`src/sv/assert_macros.svh`:
```
// assertion macros used by the top-level rtl file
`ifndef ASSERT_MACROS_SVH
`define ASSERT_MACROS_SVH

// property must hold at every rising clock edge outside reset
`define ASSERT_CLK(label, clk, rst_n, prop, msg) \
  label: assert property (@(posedge clk) disable iff (!rst_n) prop) else $error(msg);

// a condition must never be seen outside reset
`define ASSERT_NEVER(label, clk, rst_n, cond, msg) \
  label: assert property (@(posedge clk) disable iff (!rst_n) !(cond)) else $error(msg);

`endif

```
`src/sv/u2a_pkg.sv`:
```
// types and constants shared by the utf-8 to ascii sanitizer
package u2a_pkg;

  localparam int COUNT_BITS = 12;
  localparam int LIMIT_W    = 12;
  localparam int CMP_W      = (COUNT_BITS > LIMIT_W) ? COUNT_BITS : LIMIT_W;

  localparam logic [LIMIT_W-1:0]    LIMIT_RESET = LIMIT_W'(2044);
  localparam logic [COUNT_BITS-1:0] CNT_MAX     = '1;

  localparam logic [1:0] REG_OUTPUT_LIMIT = 2'd0;

  localparam logic [7:0] B_ASCII_TOP = 8'h80;
  localparam logic [7:0] B_E2        = 8'hE2;
  localparam logic [7:0] B_80        = 8'h80;
  localparam logic [7:0] B_93        = 8'h93;
  localparam logic [7:0] B_94        = 8'h94;
  localparam logic [7:0] B_98        = 8'h98;
  localparam logic [7:0] B_99        = 8'h99;
  localparam logic [7:0] B_9C        = 8'h9C;
  localparam logic [7:0] B_9D        = 8'h9D;
  localparam logic [7:0] B_A6        = 8'hA6;
  localparam logic [7:0] B_C2        = 8'hC2;
  localparam logic [7:0] B_A0        = 8'hA0;
  localparam logic [7:0] B_F0        = 8'hF0;
  localparam logic [7:0] B_E0        = 8'hE0;
  localparam logic [7:0] B_C0        = 8'hC0;

  localparam logic [6:0] CH_DASH  = 7'h2D;
  localparam logic [6:0] CH_APOS  = 7'h27;
  localparam logic [6:0] CH_QUOTE = 7'h22;
  localparam logic [6:0] CH_DOT   = 7'h2E;
  localparam logic [6:0] CH_SPACE = 7'h20;
  localparam logic [6:0] CH_NUL   = 7'h00;

  typedef enum logic [1:0] {
    PK_IDLE,
    PK_E2,
    PK_E280,
    PK_C2
  } pend_t;

  typedef struct packed {
    pend_t                 pk;
    logic [1:0]            drop;
    logic [COUNT_BITS-1:0] cnt;
    logic                  lim;
  } txt_st_t;

  typedef struct packed {
    logic [6:0] chr;
    logic [1:0] nchar;
    logic       eot;
  } grp_t;

endpackage

```
`src/sv/u2a_decode.sv`:
```
// per-byte decode of the pending sequence state into a result group
module u2a_decode import u2a_pkg::*; (
  input  logic [7:0]         byte_i,
  input  logic               last_i,
  input  txt_st_t            st_i,
  input  logic [LIMIT_W-1:0] limit_i,
  output txt_st_t            st_o,
  output grp_t               grp_o
);

  logic                  at_limit;
  logic [COUNT_BITS:0]   cnt_sum;
  txt_st_t               st_a;

  assign at_limit = (CMP_W'(st_i.cnt) >= CMP_W'(limit_i)) || (st_i.cnt == CNT_MAX);

  always_comb begin
    st_a        = st_i;
    grp_o.chr   = CH_NUL;
    grp_o.nchar = 2'd0;
    grp_o.eot   = 1'b0;
    if (byte_i != 8'h00 && !st_i.lim) begin
      if (st_i.drop != 2'd0) begin
        st_a.drop = st_i.drop - 2'd1;
      end else begin
        unique case (st_i.pk)
          PK_E2: begin
            if (byte_i == B_80) begin
              st_a.pk = PK_E280;
            end else begin
              st_a.pk   = PK_IDLE;
              st_a.drop = 2'd1;
            end
          end
          PK_E280: begin
            st_a.pk = PK_IDLE;
            if (byte_i == B_93 || byte_i == B_94) begin
              grp_o.chr   = CH_DASH;
              grp_o.nchar = 2'd1;
            end else if (byte_i == B_98 || byte_i == B_99) begin
              grp_o.chr   = CH_APOS;
              grp_o.nchar = 2'd1;
            end else if (byte_i == B_9C || byte_i == B_9D) begin
              grp_o.chr   = CH_QUOTE;
              grp_o.nchar = 2'd1;
            end else if (byte_i == B_A6) begin
              grp_o.chr   = CH_DOT;
              grp_o.nchar = 2'd3;
            end
          end
          PK_C2: begin
            st_a.pk = PK_IDLE;
            if (byte_i == B_A0) begin
              grp_o.chr   = CH_SPACE;
              grp_o.nchar = 2'd1;
            end
          end
          PK_IDLE: begin
            if (at_limit) begin
              st_a.lim = 1'b1;
            end else if (byte_i < B_ASCII_TOP) begin
              grp_o.chr   = byte_i[6:0];
              grp_o.nchar = 2'd1;
            end else if (byte_i == B_E2) begin
              st_a.pk = PK_E2;
            end else if (byte_i == B_C2) begin
              st_a.pk = PK_C2;
            end else if (byte_i >= B_F0) begin
              st_a.drop = 2'd3;
            end else if (byte_i >= B_E0) begin
              st_a.drop = 2'd2;
            end else if (byte_i >= B_C0) begin
              st_a.drop = 2'd1;
            end
          end
          default: st_a.pk = PK_IDLE;
        endcase
      end
    end
    cnt_sum  = {1'b0, st_i.cnt} + (COUNT_BITS+1)'(grp_o.nchar);
    st_a.cnt = cnt_sum[COUNT_BITS] ? CNT_MAX : cnt_sum[COUNT_BITS-1:0];
    if (byte_i == 8'h00 || last_i) begin
      grp_o.eot = 1'b1;
      st_o      = '{pk: PK_IDLE, drop: 2'd0, cnt: '0, lim: 1'b0};
    end else begin
      st_o = st_a;
    end
  end

endmodule

```
`src/sv/u2a_emit.sv`:
```
// result register that plays a decoded group out one item per cycle while out_stall is low
module u2a_emit import u2a_pkg::*; (
  input  logic       clk,
  input  logic       rst_n,
  input  logic       load_i,
  input  grp_t       grp_i,
  output logic       ready_o,
  output logic       out_valid,
  input  logic       out_stall,
  output logic [6:0] out_char,
  output logic       out_end_of_text,
  output logic       out_run_last
);

  logic       vld_r, vld_nxt;
  logic [6:0] chr_r, chr_nxt;
  logic [1:0] left_r, left_nxt;
  logic       eot_r, eot_nxt;
  logic       fire;
  logic       last_beat;

  assign fire      = vld_r && !out_stall;
  assign last_beat = (left_r == 2'd1 && !eot_r) || (left_r == 2'd0);
  assign ready_o   = !vld_r || (fire && last_beat);

  assign out_valid       = vld_r;
  assign out_char        = (left_r != 2'd0) ? chr_r : CH_NUL;
  assign out_end_of_text = (left_r == 2'd0);
  assign out_run_last    = last_beat;

  always_comb begin
    vld_nxt  = vld_r;
    chr_nxt  = chr_r;
    left_nxt = left_r;
    eot_nxt  = eot_r;
    if (load_i) begin
      vld_nxt  = 1'b1;
      chr_nxt  = grp_i.chr;
      left_nxt = grp_i.nchar;
      eot_nxt  = grp_i.eot;
    end else if (fire) begin
      if (last_beat) begin
        vld_nxt = 1'b0;
      end else begin
        left_nxt = left_r - 2'd1;
      end
    end
  end

  always_ff @(posedge clk) begin
    if (!rst_n) begin
      vld_r <= 1'b0;
    end else begin
      vld_r <= vld_nxt;
    end
    chr_r  <= chr_nxt;
    left_r <= left_nxt;
    eot_r  <= eot_nxt;
  end

endmodule

```
`src/sv/utf8_to_ascii_text_sanitizer.sv`:
```
// utf-8 to ascii text sanitizer, top level
// an accepted byte is held in byte_r and decoded, and its items wait in the result register
// throughput: one byte per cycle while out_stall is low and each byte gives at most one item;
//   a byte giving more than one item stalls the input until its last item is taken
// reset: synchronous active-low rst_n clears all text state, limit returns to 2044
module utf8_to_ascii_text_sanitizer import u2a_pkg::*; (
  input  logic        clk,
  input  logic        rst_n,
  input  logic        in_valid,
  output logic        in_stall,
  input  logic [7:0]  in_byte,
  input  logic        in_is_last,
  output logic        out_valid,
  input  logic        out_stall,
  output logic [6:0]  out_char,
  output logic        out_end_of_text,
  output logic        out_run_last,
  input  logic        cfg_psel,
  input  logic        cfg_penable,
  input  logic        cfg_pwrite,
  input  logic [1:0]  cfg_paddr,
  input  logic [31:0] cfg_pwdata,
  output logic [31:0] cfg_prdata,
  output logic        cfg_pready
);

`include "assert_macros.svh"

  logic               in_vld_r;
  logic [7:0]         byte_r;
  logic               last_r;
  txt_st_t            st_r, st_nxt;
  logic [LIMIT_W-1:0] limit_r;
  grp_t               grp;
  logic               emit_ready;
  logic               has_items;
  logic               dec_take;

  assign cfg_pready = 1'b1;
  assign cfg_prdata = (cfg_paddr == REG_OUTPUT_LIMIT) ? 32'(limit_r) : 32'd0;

  assign has_items = grp.eot || (grp.nchar != 2'd0);
  assign dec_take  = in_vld_r && (!has_items || emit_ready);
  assign in_stall  = in_vld_r && !dec_take;

  u2a_decode u_decode (
    .byte_i  (byte_r),
    .last_i  (last_r),
    .st_i    (st_r),
    .limit_i (limit_r),
    .st_o    (st_nxt),
    .grp_o   (grp)
  );

  u2a_emit u_emit (
    .clk             (clk),
    .rst_n           (rst_n),
    .load_i          (dec_take && has_items),
    .grp_i           (grp),
    .ready_o         (emit_ready),
    .out_valid       (out_valid),
    .out_stall       (out_stall),
    .out_char        (out_char),
    .out_end_of_text (out_end_of_text),
    .out_run_last    (out_run_last)
  );

  always_ff @(posedge clk) begin
    if (!rst_n) begin
      in_vld_r <= 1'b0;
      st_r     <= '{pk: PK_IDLE, drop: 2'd0, cnt: '0, lim: 1'b0};
      limit_r  <= LIMIT_RESET;
    end else begin
      if (!in_stall) begin
        in_vld_r <= in_valid;
      end
      if (dec_take) begin
        st_r <= st_nxt;
      end
      if (cfg_psel && cfg_penable && cfg_pwrite && cfg_paddr == REG_OUTPUT_LIMIT) begin
        limit_r <= cfg_pwdata[LIMIT_W-1:0];
      end
    end
  end

  always_ff @(posedge clk) begin
    if (!in_stall) begin
      byte_r <= in_byte;
      last_r <= in_is_last;
    end
  end

  `ASSERT_CLK(a_eot_last, clk, rst_n, out_valid && out_end_of_text |-> out_run_last, "terminator item not marked last")
  `ASSERT_CLK(a_char_nonzero, clk, rst_n, out_valid && !out_end_of_text |-> out_char != CH_NUL, "zero character outside terminator")
  `ASSERT_NEVER(a_drop_idle, clk, rst_n, st_r.drop != 2'd0 && st_r.pk != PK_IDLE, "drop count set with sequence pending")

endmodule

```
`config.mk`:
```
export PLATFORM = sky130hd
export DESIGN_NAME = utf8_to_ascii_text_sanitizer
export DESIGN_NICKNAME = d
export VERILOG_FILES = /design/src/sv/u2a_pkg.sv /design/src/sv/u2a_decode.sv /design/src/sv/u2a_emit.sv /design/src/sv/utf8_to_ascii_text_sanitizer.sv
export VERILOG_INCLUDE_DIRS = /design/src /design/src/sv
export SDC_FILE = /design/constraint.sdc
export NUM_CORES = 1
export LEC_CHECK = 0
export BUFFER_PORTS_ARGS = -buffer_cell sky130_fd_sc_hd__buf_2
export CORE_ASPECT_RATIO = 2
export CORE_UTILIZATION = 23
export DETAILED_ROUTE_END_ITERATION = 8
export PLACE_DENSITY = 0.38
export SLEW_MARGIN = 25
export SYNTH_ARGS = -nofsm -noshare
export SYNTH_HDL_FRONTEND = slang
export SYNTH_HIERARCHICAL = 1
export SYNTH_SLANG_ARGS = --single-unit
```
`constraint.sdc`:
```
create_clock -name clk -period 5.14 [get_ports clk]
set_input_delay 0.257 -clock clk [delete_from_list [all_inputs] [get_ports clk]]
set_output_delay 0.257 -clock clk [all_outputs]
set_load 0.005 [all_outputs]
```
; ---- Word level (Yosys, flattened, before mapping)
; Cells that the tools add are included.
[word_totals]
ff_bits = 50
latch_bits = 0
ram_bits = 0
mem_bits_ro = 0
inputBits = 50
output_inout_bits = 44
n_memories = 0
[op_classes]
addsub = 3
n_mul = 0
div_mod_pow = 0
n_lt_le_gt_ge = 5
n_eq_ne = 27
shifts = 0
n_mux = 41
bitwise = 1
n_reduce_logical = 46
[ops]
columns = cell, count
row1 = "== test 8 bit, second input constant", 11
row2 = two-way mux 9 bit, 5
row3 = two-way mux 2 bit, 16
row4 = one-hot mux 9 bit (3 select lines), 1
row5 = "greater-or-equal comparator 8 bit, second input constant", 3
row6 = two-way mux 12 bit, 2
row7 = two-way mux 17 bit, 1
row8 = two-way mux 8 bit, 2
row9 = "inequality test 4 x 3 -> 1 bit, second input constant", 4
row10 = nonzero test 2 bit, 8
row11 = adder 12 x 2 -> 13 bit, 1
row12 = "== test 12 bit, second input constant", 1
row13 = greater-or-equal comparator 12 bit, 1
row14 = two-way mux 4 bit, 3
row15 = logical AND 1 bit, 10
row16 = logical OR 1 bit, 9
row17 = AND reduction 9 bit, 1
row18 = logical NOT 8 bit, 1
row19 = "< comparator 8 bit, second input constant", 1
row20 = two-way mux 1 bit, 8
row21 = nonzero test 8 bit, 1
row22 = two-way mux 7 bit, 1
row23 = logical NOT 1 bit, 6
row24 = logical NOT 2 bit, 3
row25 = other kinds (17), 23

; ---- Depth between registers and ports, before layout
[depth]
depth_word = 16
ltp_mapped = 17
ltp_nobuf = 17

; ---- Cells and area by module
; The synthesis kept the hierarchy.
[by_module_without_submodules]
columns = mod, n_inst, cells_each, area_each_um2
row1 = utf8_to_ascii_text_sanitizer, 1, 183, 1752.9
row2 = u2a_decode, 1, 178, 1193.6
row3 = u2a_emit, 1, 35, 483.0

; ---- Least setup slack after synthesis
; Ideal clock, no wire load.
[synth_path]
path_type = register to register
start = register st_r[1] (netlist bit)
end = register st_r[11] (netlist bit)
setup_ps = 72
arrival_time_ps = 3448
setup_slack_ps = 1621
path_stages_with_launch = 17
n_path_buf = 0
period_less_slack_ps = 3519
cell_sequence = dfxtp_1 > inv_1 > ha_1 > nand2b_1 > a2111oi_0 > o21a_1 > o211ai_1 > a21oi_1 > ha_1 > inv_1 > fa_1 > and3b_1 > and2_1 > nand4_1 > a211oi_1 > nand2_1 > mux2i_1
[synth_lines]
columns = element, line
row1 = start: declaration, utf8_to_ascii_text_sanitizer.sv:32  ; txt_st_t st_r, st_nxt;
row2 = start signal: assignment, utf8_to_ascii_text_sanitizer.sv:71  ; st_r <= '{pk: PK_IDLE, drop: 2'd0, cnt: '0, lim: 1'b0};
row3 = start signal: assignment, utf8_to_ascii_text_sanitizer.sv:78  ; st_r <= st_nxt;

==> results.toml <==
[run_status]
status = "completed"

[clocking]
cts_hold_buf = 0
cts_resized = 0
cts-root-buf = "clkbuf_16"
htree_levels = 2
cts_buffer_depth = 2
cts_tree = "built"
clk_pin_slew_worst_paths_ns = 0.07
clk_latency_ns = 0.29
post-cts-setup-buffers = 0
cts.sinks = 50
cts_made_buffers = 5

[floorplan]
fp.dieH_microns = 175
core_sq_um = 14400
fp-row-count = 62
start_util_pct = 23.8
dieArea_sq_um = 15400
num_io_pins = 94
die_w_microns = 88.3

[timing]
setup_violations = 0
final.setup.worst_slack_ns = 1.01
period_needed_ns = 4.13
tns_ns = 0
rsz0062_at_grt = "false"
slew_headroom_pct = 37.6
final-hold-violation-count = 0
final_max_slew_viol_count = 0
skew_ns = 0.00563
worst_slew_pin_slew_ns = 0.936
max_freq_mhz = 242
final.period_utilization_pct = 80.3

[final_layout]
seq_area_sq_um = 1190
multi_input_area_sq_um = 1880
n_fill_cell = 1589
finalNonFillerCells = 628
areaGrowthSynthToFinish_pct = 13.7
post-route-util_pct = 27.0
drive_gt1_share_pct = 19.5
nNetsFinal = 502
antenna-diode-count = 0

[grt]
grt_pass1_vias = 2775
grt_overflow = 0
gr-usage-all-layers_pct = 11.9
grt_first_pass_wirelength_microns = 14100
antenna_found_initial = 0
grt_max_degree = 52

[routing]
via_per_inst = 4.50
vias = 2828
ant_nets = 0
drt_iter0_markers = 78
drt_pass1_iterations = 4
finalWirelength_microns = 8680
drc = 0
post_drt_wl_per_cell_microns = 13.8

[worst_setup_path]
path_cells = "inv_1 > ha_1 > nand2b_1 > a2111oi_0 > o21a_1 > o211ai_1 > a21oi_1 > ha_1 > inv_1 > fa_1 > and3b_1 > and2_1 > nand4_1 > a211oi_1 > nand2_1 > mux2i_1"
crit_type = "flop to flop"
critPathMaxStageDelay_ns = 0.56
crit_family = "compound AO/OA/AOI/OAI gates"
crit_slowest_cell = "a2111oi_0"
cp.arrival_ns = 4.35
start_kind = "flop"
crit_buf_inv = 2
required_ns = 5.36
cp_max_fo = 5
end_kind = "flop"

[placement]
place_ws_ns = 1.00
place_congestion = 0.759
dp.cells = 620
hpwl_microns = 6670
io_buffers = 52

[synth]
synth_area_per_cell_sq_um = 8.66
ys_warn_count = 6
synth_cell_types = 70
ys_ff_latch = 50
synth_edf_count = 19
synthCells = 396
ys_seq_area_share_pct = 34.7
synth_top_flop_cell = "dfxtp_1"
async_flop_share_pct = 0
syn_area_sq_um = 3430

[min_path]
hp-class = "input port to flop"

[job]
maxCapViolCount = 0

[power_and_ir_drop]
p_leak_nw = 1.71
power_density_nw_per_um2 = 238
vdd_drop_max_uv = 138
==> layer usage <==
metal  part of all wire [%]  global-route usage, %  vias to the layer above
met2                     56                   22.7                       87
met4                    2.0                   4.64                        0
li1                       -                      -                     1420
met1                     38                   12.4                     1310
met3                    3.5                   1.65                       11
met5                      0                      0                        -
==> metrics by stage <==
stage               hold slack, ns  cell area, sq um  total power, mW
global placement             0.438              3730            0.548
finish                       0.136              3900            0.926
floorplan                    0.356              3500            0.525
detailed placement           0.436              3730            0.549
CTS                          0.127              3900            0.942
global route                 0.126              3900            0.971
==> kinds of logic after synthesis <==
kind of cell	Yosys count	synth area share [%]
adder cells (fa/ha/maj)	17	6.42
other	2	0.219
AND/OR/NAND/NOR	148	23.4
multiplexers	20	5.84
buffers and inverters	78	12.4
flip-flops	50	34.7
AO/OA/AOI/OAI	75	15.5
XOR/XNOR	6	1.53
==> where the power goes <==
part	internal (mW)	switching, mW	total (mW)
Combinational	0.0420	0.0591	0.101
Sequential	0.425	0.0128	0.438
Clock	0.230	0.158	0.388
==> worst reg2reg max path: cells and delay by family, from the launching register on <==
kind                     cells  cell delay (ns)
buffers and inverters        2             0.12
adder cells (fa/ha/maj)      3             0.90
AO/OA/AOI/OAI                5             1.54
AND/OR/NAND/NOR              5             0.95
flip-flops                   1             0.40
multiplexers                 1             0.15
==> layout by cell type (no fill, tap or decap), types with 3 or more instances in the layout <==
cell type  count
nand2b_1       3
inv_1         35
nand3_1       16
o211ai_1      14
nor2_2         3
ha_1          16
dfxtp_1       31
edfxtp_1      19
and2b_2        7
a21oi_1       15
o21ai_0       12
nor2_1        13
xor2_1         4
buf_2         52
clkbuf_16      5
nor3_1        16
o21a_1         4
conb_1        21
and2_1         6
nand4_1        5
nand2_1       51
mux2i_1       20
a211oi_1       3
and3_1         5
==> path summary, 6_finish.rpt <==
| check | from | end | slack (ns) | cells after the start |
|---|---|---|---|---|
| max | st_r[1] | st_r[11] | 1.01 | 16 |
| min | in_is_last | last_r | 0.14 | 1 |
| max reg2reg | st_r[1] | st_r[11] | 1.01 | 16 |
| min reg2reg | limit_r[11] | limit_r[11] | 0.48 | 2 |
==> state kept, by name, summed over array words and instances, names as in the netlist, 2 cells and up <==
name           cells
byte_r             8
limit_r           12
st_r              17
u_emit/chr_r       7
u_emit/left_r      2
==> synth_stat cells (all sizes together) (5+ instances only) <==
cell type  number  share of area (%)
nand3          16                2.3
nor2           16                2.0
nand4           5               0.91
nand2          51                5.6
buf            32                7.4
mux2i          20                5.8
ha             16                5.8
o21ai          13                1.9
inv            37                4.0
o211ai         14                3.1
nor3           17                2.6
edfxtp         19                 17
and3            6                1.1
a21oi          18                3.2
and2b           9                2.2
and2            7                1.4
clkbuf          9               0.98
dfxtp          31                 18
==> cell type report <==
type,instances,share of cell area (%)
Multi-Input combinational cell,287,48.3
Sequential cell,50,30.6
Timing Repair Buffer,54,7.06
Tap cell,192,6.16
Inverter,37,3.56
Clock buffer,5,3.21
Clock inverter,3,1.16
Note: power is estimated with default switching activity, not from simulation.
